File: src/rtl/mdp_pkg.sv
// shared types, codes and helpers of the method descriptor parser
package mdp_pkg;

  localparam int MAX_PARAMS = 255;
  localparam int QDEPTH = 4;
  localparam int QPTR_W = $clog2(QDEPTH);
  localparam int QCNT_W = $clog2(QDEPTH + 1);

  localparam logic [7:0] CH_OPEN  = 8'h28;
  localparam logic [7:0] CH_CLOSE = 8'h29;
  localparam logic [7:0] CH_VOID  = 8'h56;
  localparam logic [7:0] CH_SEMI  = 8'h3B;
  localparam logic [7:0] CH_OBJ   = 8'h4C;
  localparam logic [7:0] CH_ARR   = 8'h5B;

  typedef enum logic [2:0] {
    PH_OPEN   = 3'd0,
    PH_PARAMS = 3'd1,
    PH_PNAME  = 3'd2,
    PH_RET    = 3'd3,
    PH_RNAME  = 3'd4,
    PH_DONE   = 3'd5
  } phase_t;

  typedef enum logic [1:0] {
    KIND_PARAM = 2'd0,
    KIND_RET   = 2'd1,
    KIND_ERR   = 2'd2
  } kind_t;

  typedef struct packed {
    kind_t      kind;
    logic [7:0] type_tag;
    logic [7:0] param_index;
    logic       end_of_descriptor;
  } result_t;

  function automatic logic is_primitive(input logic [7:0] c);
    return c == 8'h42 || c == 8'h43 || c == 8'h44 || c == 8'h46 ||
           c == 8'h49 || c == 8'h4A || c == 8'h53 || c == 8'h5A;
  endfunction

endpackage

File: src/rtl/mdp_front.sv
// front end: classifies each character and advances the descriptor state
module mdp_front (
  input  logic             clk,
  input  logic             rst_n,
  input  logic             accept,
  input  logic [7:0]       char_code,
  input  logic             is_last,
  output logic             wr_en,
  output mdp_pkg::result_t wr_data
);
  import mdp_pkg::*;

  phase_t     phase_r, phase_nxt;
  logic       arr_r, arr_nxt;
  logic [7:0] count_r, count_nxt;
  logic       err_r, err_nxt;

  logic       cmp_par, cmp_ret, err_set, set_arr;
  logic       overflow, have;
  phase_t     ph_cls;
  logic [7:0] done_tag, tag;

  // character classification
  always_comb begin
    cmp_par  = 1'b0;
    cmp_ret  = 1'b0;
    err_set  = 1'b0;
    set_arr  = 1'b0;
    done_tag = char_code;
    ph_cls   = phase_r;
    case (phase_r)
      PH_OPEN: begin
        if (char_code == CH_OPEN) ph_cls = PH_PARAMS;
        else err_set = 1'b1;
      end
      PH_PARAMS: begin
        if (char_code == CH_CLOSE && !arr_r) ph_cls = PH_RET;
        else if (is_primitive(char_code)) cmp_par = 1'b1;
        else if (char_code == CH_OBJ) ph_cls = PH_PNAME;
        else if (char_code == CH_ARR) set_arr = 1'b1;
        else err_set = 1'b1;
      end
      PH_PNAME: begin
        if (char_code == CH_SEMI) begin
          cmp_par  = 1'b1;
          done_tag = CH_OBJ;
          ph_cls   = PH_PARAMS;
        end
      end
      PH_RET: begin
        if (is_primitive(char_code) || (char_code == CH_VOID && !arr_r)) cmp_ret = 1'b1;
        else if (char_code == CH_OBJ) ph_cls = PH_RNAME;
        else if (char_code == CH_ARR) set_arr = 1'b1;
        else err_set = 1'b1;
      end
      PH_RNAME: begin
        if (char_code == CH_SEMI) begin
          cmp_ret  = 1'b1;
          done_tag = CH_OBJ;
        end
      end
      default: err_set = 1'b1;
    endcase
    overflow = cmp_par && (count_r >= 8'(MAX_PARAMS));
    have     = !err_r && ((cmp_par && !overflow) || cmp_ret);
    tag      = arr_r ? CH_ARR : done_tag;
  end

  // next state
  always_comb begin
    phase_nxt = phase_r;
    arr_nxt   = arr_r;
    count_nxt = count_r;
    err_nxt   = err_r;
    if (accept) begin
      if (is_last) begin
        phase_nxt = PH_OPEN;
        arr_nxt   = 1'b0;
        count_nxt = '0;
        err_nxt   = 1'b0;
      end else if (!err_r) begin
        phase_nxt = cmp_ret ? PH_DONE : ph_cls;
        err_nxt   = err_set | overflow;
        if (have) arr_nxt = 1'b0;
        else if (set_arr) arr_nxt = 1'b1;
        if (have && cmp_par) count_nxt = count_r + 8'd1;
      end
    end
  end

  // result
  always_comb begin
    wr_en   = accept && (is_last || have);
    wr_data = '{kind: KIND_PARAM, type_tag: tag, param_index: count_r,
                end_of_descriptor: is_last};
    if (cmp_ret) begin
      wr_data.kind        = KIND_RET;
      wr_data.param_index = '0;
    end
    if (is_last && !(have && cmp_ret)) begin
      wr_data.kind        = KIND_ERR;
      wr_data.type_tag    = '0;
      wr_data.param_index = '0;
    end
  end

  always_ff @(posedge clk) begin
    if (!rst_n) begin
      phase_r <= PH_OPEN;
      arr_r   <= 1'b0;
      count_r <= '0;
      err_r   <= 1'b0;
    end else begin
      phase_r <= phase_nxt;
      arr_r   <= arr_nxt;
      count_r <= count_nxt;
      err_r   <= err_nxt;
    end
  end

endmodule

File: src/rtl/mdp_queue.sv
// back end: result queue between the parser and the result ports
module mdp_queue (
  input  logic             clk,
  input  logic             rst_n,
  input  logic             wr_en,
  input  mdp_pkg::result_t wr_data,
  output logic             full,
  input  logic             rd_en,
  output mdp_pkg::result_t rd_data,
  output logic             empty
);
  import mdp_pkg::*;

  result_t             mem_r [QDEPTH];
  logic [QPTR_W-1:0]   wp_r, wp_nxt;
  logic [QPTR_W-1:0]   rp_r, rp_nxt;
  logic [QCNT_W-1:0]   cnt_r, cnt_nxt;
  logic                do_wr, do_rd;

  assign full    = cnt_r == QCNT_W'(QDEPTH);
  assign empty   = cnt_r == '0;
  assign rd_data = mem_r[rp_r];
  assign do_wr   = wr_en && !full;
  assign do_rd   = rd_en && !empty;

  always_comb begin
    wp_nxt  = do_wr ? wp_r + QPTR_W'(1) : wp_r;
    rp_nxt  = do_rd ? rp_r + QPTR_W'(1) : rp_r;
    cnt_nxt = cnt_r + QCNT_W'(do_wr) - QCNT_W'(do_rd);
  end

  always_ff @(posedge clk) begin
    if (do_wr) mem_r[wp_r] <= wr_data;
  end

  always_ff @(posedge clk) begin
    if (!rst_n) begin
      wp_r  <= '0;
      rp_r  <= '0;
      cnt_r <= '0;
    end else begin
      wp_r  <= wp_nxt;
      rp_r  <= rp_nxt;
      cnt_r <= cnt_nxt;
    end
  end

endmodule

File: src/rtl/method_descriptor_parser_top.sv
// top level of the method descriptor parser
// one character accepted per cycle while in_full is low; its result, if any, is
// written into the result queue and shows on the out ports once earlier results are popped
// the four-entry result queue sets in_full only while four results wait
// synchronous active-low reset returns the parser to expect '(' and empties the queue
module method_descriptor_parser_top (
  input  logic       clk,
  input  logic       rst_n,
  input  logic       in_push,
  output logic       in_full,
  input  logic [7:0] in_char_code,
  input  logic       in_is_last,
  output logic       out_empty,
  input  logic       out_pop,
  output logic [1:0] out_kind,
  output logic [7:0] out_type_tag,
  output logic [7:0] out_param_index,
  output logic       out_end_of_descriptor
);
  import mdp_pkg::*;

  logic    accept;
  logic    wr_en;
  result_t wr_data;
  result_t rd_data;

  assign accept = in_push && !in_full;

  mdp_front u_front (
    .clk       (clk),
    .rst_n     (rst_n),
    .accept    (accept),
    .char_code (in_char_code),
    .is_last   (in_is_last),
    .wr_en     (wr_en),
    .wr_data   (wr_data)
  );

  mdp_queue u_queue (
    .clk     (clk),
    .rst_n   (rst_n),
    .wr_en   (wr_en),
    .wr_data (wr_data),
    .full    (in_full),
    .rd_en   (out_pop),
    .rd_data (rd_data),
    .empty   (out_empty)
  );

  assign out_kind              = rd_data.kind;
  assign out_type_tag          = rd_data.type_tag;
  assign out_param_index       = rd_data.param_index;
  assign out_end_of_descriptor = rd_data.end_of_descriptor;

endmodule

File: config.mk
export PLATFORM = sky130hd
export DESIGN_NAME = method_descriptor_parser_top
export DESIGN_NICKNAME = d
export VERILOG_FILES = /design/src/rtl/mdp_pkg.sv /design/src/rtl/mdp_front.sv /design/src/rtl/mdp_queue.sv /design/src/rtl/method_descriptor_parser_top.sv
export SDC_FILE = /design/constraint.sdc
export NUM_CORES = 1
export LEC_CHECK = 0
export BUFFER_PORTS_ARGS = -buffer_cell sky130_fd_sc_hd__buf_2
export CAP_MARGIN = 10
export CORE_MARGIN = 1.5
export CORE_UTILIZATION = 40
export CTS_BUF_LIST = sky130_fd_sc_hd__clkbuf_4 sky130_fd_sc_hd__clkbuf_8
export DETAILED_ROUTE_END_ITERATION = 7
export GPL_TIMING_DRIVEN = 0
export HOLD_SLACK_MARGIN = 0.1
export SLEW_MARGIN = 25
export SYNTH_ARGS = -nofsm -noshare
export SYNTH_HDL_FRONTEND = slang
export SYNTH_HIERARCHICAL = 1
export SYNTH_SLANG_ARGS = --single-unit
export TNS_END_PERCENT = 10
File: constraint.sdc
create_clock -name clk -period 4.29 [get_ports clk]
set_clock_uncertainty 0.1 [all_clocks]
set_input_delay 0.429 -clock clk [delete_from_list [all_inputs] [get_ports clk]]
set_output_delay 0.429 -clock clk [all_outputs]
set_load 0.1 [all_outputs]
* Word level (Yosys, flattened, before mapping)
Memories as Yosys holds them, arrays and structs flattened. A register that Yosys moved wholly into a read port is not among the register bits. Cells that the tools add are included.
Cells by class: add/sub/neg operators 5, multiply operators 0, div/mod/pow operators 0, magnitude comparators 1, equality and inequality tests 26, shift operators 0, mux-type cells 49, bitwise operators 1, reductions and logical operators 37
Operators by type and width (number):
- 8-bit by 7-bit equality test with 1-bit output (second input constant) | 11
- 8-bit 2-to-1 mux | 7
- 3-bit 2-to-1 mux | 10
- 8-bit by 6-bit equality test with 1-bit output (second input constant) | 3
- 1-bit 2-to-1 mux | 24
- 18-bit 2-to-1 mux | 1
- 1-bit logical AND | 12
- 4-bit by 2-bit != test with 1-bit output (second input constant) | 3
- 3-bit case mux with 4 select lines | 1
- 1-bit logical OR | 10
- 9-bit AND reduction | 1
- 8-bit by 1-bit adder with 8-bit output (second input constant) | 1
- 8-bit greater-or-equal comparator (second input constant) | 1
- 3-bit by 2-bit equality test with 1-bit output (second input constant) | 2
- 3-bit equality test (second input constant) | 2
- 1-bit zero test | 6
- 3-bit zero test | 2
- 1-bit case mux with 2 select lines | 3
- 3-bit AND reduction | 2
- 6-bit nonzero test | 1
- 5-bit by 2-bit != test with 1-bit output (second input constant) | 1
- 5-bit by 3-bit != test with 1-bit output (second input constant) | 1
- 2-bit by 1-bit adder with 2-bit output (second input constant) | 2
- 2-bit 2-to-1 mux | 2
- 10 further kinds | 10
Word-level totals: flip-flop bits (word level) 20, bits in latches 0, memory bits (writable) 76, memory bits (read-only) 0, word-level logic and storage cells 127, memories kept 1
Memory list:
- u_queue.mem_r | depth 4, width 19, read ports 1, clocked after Yosys merged registers in 1, write ports 1, RTL line mdp_queue.sv:14 | result_t mem_r [QDEPTH];

* Depth between registers and ports, before layout
depth after elaboration 21, gate-level depth with buffers 18, mapped depth without buffers 16

* Hierarchy
The synthesis kept the hierarchy.
By module, submodules not included:
- mdp_queue | instances 1, cells an instance 149, area each 3266.9 µm², seq. area each 2462.4 µm²
- mdp_front | instances 1, cells an instance 180, area each 1331.3 µm², seq. area each 260.2 µm²
- method_descriptor_parser_top | instances 1, cells an instance 1, area each 13.8 µm², seq. area each 0.0 µm²

* Worst setup path after synthesis
No wires, ideal clock.
path kind register -> register, from register u_queue.cnt_r[1], to register u_queue.cnt_r[2], setup time 115 ps, arrival 3845 ps, data required time 4075 ps, path slack 230 ps, cell stages (with the launch flop) 16, path buffers 1, cells stage by stage dfxtp_1 > nor3b_2 > nor2b_4 > o21ai_0 > o21ba_2 > nor2b_1 > buf_2 > inv_1 > ha_1 > inv_1 > ha_1 > inv_1 > fa_1 > xnor2_1 > xnor2_1 > and2_1
On the way: longest elaborated chain between the ends 7, elaborated cells on any way between the ends 10
RTL lines:
- start: declaration | RTL line mdp_queue.sv:17 | logic [QCNT_W-1:0] cnt_r, cnt_nxt;
- start signal: assignment | RTL line mdp_queue.sv:44 | cnt_r <= cnt_nxt;
- 3-bit equality test | RTL line mdp_queue.sv:20 | assign full = cnt_r == QCNT_W'(QDEPTH);
- net in_full | RTL line method_descriptor_parser_top.sv:10 | output logic in_full,
- 1-bit zero test | RTL line method_descriptor_parser_top.sv:27 | assign accept = in_push && !in_full;
- 1-bit logical AND | RTL line method_descriptor_parser_top.sv:27
- net accept | RTL line method_descriptor_parser_top.sv:22 | logic accept;
- 1-bit logical AND | RTL line mdp_front.sv:93 | wr_en = accept && (is_last || have);
- net wr_en | RTL line method_descriptor_parser_top.sv:23 | logic wr_en;
- 1-bit logical AND | RTL line mdp_queue.sv:23 | assign do_wr = wr_en && !full;
- 3-bit by 1-bit adder with 3-bit output | RTL line mdp_queue.sv:29 | cnt_nxt = cnt_r + QCNT_W'(do_wr) - QCNT_W'(do_rd);
- 3-bit by 1-bit subtractor with 3-bit output | RTL line mdp_queue.sv:29
The timed path passes the listed nets, and every way through them passes these cells. A chain may end at the register's enable or synchronous reset.

* Worst setup path after layout
from register u_front.phase_r[1], to register u_queue.cnt_r[2]
On the way: longest elaborated chain between the ends 12, elaborated cells on any way between the ends 16
RTL lines:
- start: declaration | RTL line mdp_front.sv:13 | phase_t phase_r, phase_nxt;
- start signal: assignment | RTL line mdp_front.sv:114 | phase_r <= phase_nxt;
- 3-bit by 2-bit equality test with 1-bit output or 3-bit by 1-bit equality test with 1-bit output (tied branches) | RTL line mdp_front.sv:31 | case (phase_r)
- 1-bit case mux with 2 select lines | RTL line mdp_front.sv:31
- 1-bit logical AND | RTL line mdp_front.sv:64 | overflow = cmp_par && (count_r >= 8'(MAX_PARAMS));
- 1-bit zero test | RTL line mdp_front.sv:65 | have = !err_r && ((cmp_par && !overflow) || cmp_ret);
- 1-bit logical AND | RTL line mdp_front.sv:65
- 1-bit logical OR (*) | RTL line mdp_front.sv:65
- 1-bit logical AND (*) | RTL line mdp_front.sv:65
- 1-bit logical OR (*) | RTL line mdp_front.sv:93
- 1-bit logical AND (*) | RTL line mdp_front.sv:93
- net wr_en | RTL line method_descriptor_parser_top.sv:23
- 1-bit logical AND (*) | RTL line mdp_queue.sv:23
- 3-bit by 1-bit adder with 3-bit output (*) | RTL line mdp_queue.sv:29
- 3-bit by 1-bit subtractor with 3-bit output (*) | RTL line mdp_queue.sv:29
The timed path passes the listed nets; every way through them passes the cells marked *.

==> run_results.csv <==
group,metric,value,unit
clock_network,cts.root.buffer_cell,"sky130_fd_sc_hd__clkbuf_8",
worst_setup_path,r2r_slack,680,ps
logic_synthesis,syn_area_per_cell,14.0,µm²
floorplanning,chipWidth,110,µm
cells_and_area,layout_common_cells,"sky130_fd_sc_hd__edfxtp_1 (76), sky130_fd_sc_hd__buf_2 (37), sky130_fd_sc_hd__dfxtp_1 (22)",
route,totalWireLength,8.87,mm
logic_synthesis,main_combinational_cell_family_by_area_after_synthesis,"simple AND/OR/NAND/NOR gates",
power_and_ir_drop,leakagePower,1.77,nW
placed_design,post-dp-hpwl,6.09,mm
clock_network,cts_inserted_buffers,9,
logic_synthesis,synth_simple_gate_area_frac,0.143,
logic_synthesis,muxShareOfSynthArea,0.107,
timing,setup_ws,677,ps
floorplanning,design.portCount,34,
worst_setup_path,path_class,"reg -> reg",
floorplanning,die_area,12200,µm²
cells_and_area,mostFrequentLayoutCell,"sky130_fd_sc_hd__edfxtp_1",
timing,maxClockFrequency,277,MHz
timing,layout_min_cycle_time,3610,ps
clock_network,cts_setup_buffers,0,
grt,globalRouteOverflowTotal,0,
worst_setup_path,critical_path.endpoint_type,"flop",
cells_and_area,nNetsFinal,394,
logic_synthesis,ffs_latches_synth,98,
power_and_ir_drop,switching_power,1.11,mW
timing,max_slew.worst_pin.slew,777,ps
grt,first_pass_grt_wire_length,14.4,mm
logic_synthesis,cells_after_synth,330,
route,drt-vias-per-instance,5.53,
placed_design,place.port_buffers,31,
clock_network,number_of_clock_sinks_seen_by_cts,98,
cells_and_area,design_area,5190,µm²
grt,grt_antenna_before_repair,0,
clock_network,cts-resized-gates,0,
cells_and_area,synthToLayoutAreaGrowth,12.5,%
run,drv_cap,0,
logic_synthesis,post_synth_xor_area_fraction,0.00570,
floorplanning,die_h,110,µm
run_status,run_status,"finished clean",
clock_network,cts.reportedPaths.clkPinSlew,90,ps
route,detail_route.drc_violations,0,
route,detail_route.iter0.violations,184,
route,wl_per_cell,17.0,µm
logic_synthesis,dominantRegCellSynth,"sky130_fd_sc_hd__edfxtp_1",
clock_network,clock_insertion_delay_at_the_later_pin_of_the_skew_report,370,ps
worst_setup_path,cp_data_arrival_time,3780,ps
grt,track_usage,0.162,
cells_and_area,share_of_layout_cells_above_drive_strength_1,0.230,
timing,final-max-slew-violation-count,0,
clock_network,cts_tree,"done",
logic_synthesis,synthArstFlopShare,0,
worst_setup_path,worstSetupStartpointType,"flop",
route,detail_route.first_pass.iterations,4,
timing,fin_setup_tns,0,ps
floorplanning,initial_core_util,0.407,
power_and_ir_drop,switching_share,0.401,
logic_synthesis,synth_adder_area_share,0.0233,
logic_synthesis,yosysUniqueCellTypes,63,
power_and_ir_drop,power.combinational.fraction,0.365,
logic_synthesis,net_count_synth,351,
placed_design,routabilityCongestion,0.825,
floorplanning,fp.coreArea,11300,µm²
timing,grt_setup_unrepaired,"false",
power_and_ir_drop,power.internal,1.66,mW
route,ant_nets,0,
worst_setup_path,worst-path-max-fanout,10,
logic_synthesis,synthesis.area,4610,µm²
clock_network,ctsHoldBuffers,0,
power_and_ir_drop,power.sequential.fraction,0.399,
cells_and_area,antenna_cells,0,
placed_design,dpl_cell_area,4960,µm²
timing,setup_viol_count_final,0,
timing,hold_ws,283,ps
logic_synthesis,synthesized_area_fraction_occupied_by_ao_oa_aoi_and_oai_cells,0.0955,
grt,grt_start_max_net_pins,20,
timing,timing.final.crit_share,0.842,
logic_synthesis,synth_sequential_area_ratio,0.590,
route,num_vias,2881,
floorplanning,rows,39,
cells_and_area,num-fill-cells,1047,
cells_and_area,postLayoutCoreUtil,0.458,
clock_network,clock_path_buffers,2,
timing,hold_violations,0,
placed_design,pre_cts_ws,347,ps
power_and_ir_drop,pwr_density_cell,534,nW/µm²
logic_synthesis,synth_enable_flop_cells,76,
worst_hold_path,hold_path.class,"in -> reg",
worst_setup_path,worst_ep_required_time,4460,ps
timing,slew_hr,0.479,
power_and_ir_drop,irDropWorstVdd,290,µV
logic_synthesis,yosys_synthesis_warning_count,6,
power_and_ir_drop,share_clk_of_total_power,0.236,
clock_network,h-tree-depth,3,
grt,first_global_vias,2796,
-- per-stage QoR --
| stage | power [mW] | std cells |
|---|---|---|
| 2_1_floorplan | 1.99 | 330 |
| 3_3_place_gp | 2.14 | 504 |
| 3_5_place_dp | 2.15 | 505 |
| 4_1_cts | 2.80 | 521 |
| 5_1_grt | 2.89 | 521 |
| 6_report | 2.77 | 521 |
-- power groups by stage --
stage / logic, mW / clock network, mW / registers, mW
CTS: 1.02 / 0.671 / 1.11
global route: 1.07 / 0.708 / 1.11
finish: 1.01 / 0.655 / 1.11
detailed placement: 1.02 / 0 / 1.13
floorplan: 0.872 / 0 / 1.12
global placement: 1.01 / 0 / 1.13
-- path summary, 6_finish.rpt --
kind | startpoint | endpoint | cells past startpoint
setup / recovery | u_front/phase_r[1]$_SDFFE_PN0P_ | u_queue/cnt_r[2]$_SDFF_PN0_ | 17
hold / removal | out_pop | flop | 3
setup reg to reg | u_front/phase_r[1]$_SDFFE_PN0P_ | u_queue/cnt_r[2]$_SDFF_PN0_ | 17
hold reg to reg | u_queue/rp_r[0]$_SDFFE_PN0P_ | flop | 2
-- metal layers --
layer	global-route usage	wire [µm]	vias to the layer above
met1	0.213	4080	1411
li1	-	-	1375
met2	0.260	4170	81
met3	0.0312	433	14
met5	0	0	-
met4	0.0733	189	0
-- synth_stat cells (all sizes together), types with 2 or more instances --
cell     number  area [µm²]
clkbuf        6        22.5
edfxtp       76        2280
nor2         14        52.6
xnor2         2        17.5
o21ai        17        92.6
nor2b         8        57.6
nand3        10        50.1
nor3b         4        46.3
nand4         4        25.0
nand2        20        75.1
a31oi         3        25.0
and4bb        4        50.1
nor4b         2        17.5
dfxtp        22         440
or4           6        45.0
buf          12        98.8
o31ai         6        45.0
nor3          5        30.0
a211o         2        17.5
o22ai         3        18.8
and2         16         100
nand2b        4        25.0
a21oi        11        55.1
ha            7        87.6
a21boi        3        22.5
a21o          2        15.0
a211oi        3        22.5
mux4         19         462
or3           3        18.8
inv          11        41.3
a2111oi       4        60.1
o211ai        2        15.0
mux2i         3        30.0
-- flip-flops by register name (all words and copies together), names as in the netlist, named ones only --
name,count
u_front/err_r,1
u_front/arr_r,1
u_queue/rp_r,2
u_front/count_r,8
u_queue/mem_r,76
u_front/phase_r,3
u_queue/cnt_r,3
u_queue/wp_r,2
-- final cells by class --
| cell class | count | area, µm² | share of cell area |
|---|---|---|---|
| inverters | 11 | 41.3 | 0.00796 |
| multi-input cells | 203 | 1730 | 0.333 |
| well taps | 143 | 179 | 0.0345 |
| repair buffers | 32 | 170 | 0.0328 |
| clock inverters | 7 | 101 | 0.0195 |
| plain buffers | 18 | 121 | 0.0234 |
| flip-flops and latches | 98 | 2720 | 0.525 |
| clock buffers | 9 | 124 | 0.0239 |
-- cells by family (layout without fill, tap and decap cells) --
logic type | Yosys count | in the layout
flops | 98 | 98
simple gates | 108 | 108
compound gates | 62 | 62
fa+ha+maj | 8 | 8
xor+xnor | 3 | 3
buf+inv | 29 | 77
mux | 22 | 22
-- critical path: stages, from the launching register on --
cell                       delay [ps]
sky130_fd_sc_hd__dfxtp_1          370
sky130_fd_sc_hd__clkbuf_1         260
sky130_fd_sc_hd__nor2_1           190
sky130_fd_sc_hd__nand2_1           70
sky130_fd_sc_hd__nor4_1           500
sky130_fd_sc_hd__a211o_1          210
sky130_fd_sc_hd__o21ba_2          120
sky130_fd_sc_hd__nor2b_1          110
sky130_fd_sc_hd__buf_2            190
sky130_fd_sc_hd__inv_1             60
sky130_fd_sc_hd__ha_1             280
sky130_fd_sc_hd__inv_1             60
sky130_fd_sc_hd__ha_1             130
sky130_fd_sc_hd__inv_1             50
sky130_fd_sc_hd__fa_1             400
sky130_fd_sc_hd__xnor2_1          150
sky130_fd_sc_hd__xnor2_1          120
sky130_fd_sc_hd__and2_1           150
No activity file was read; power rests on OpenSTA's default activity.
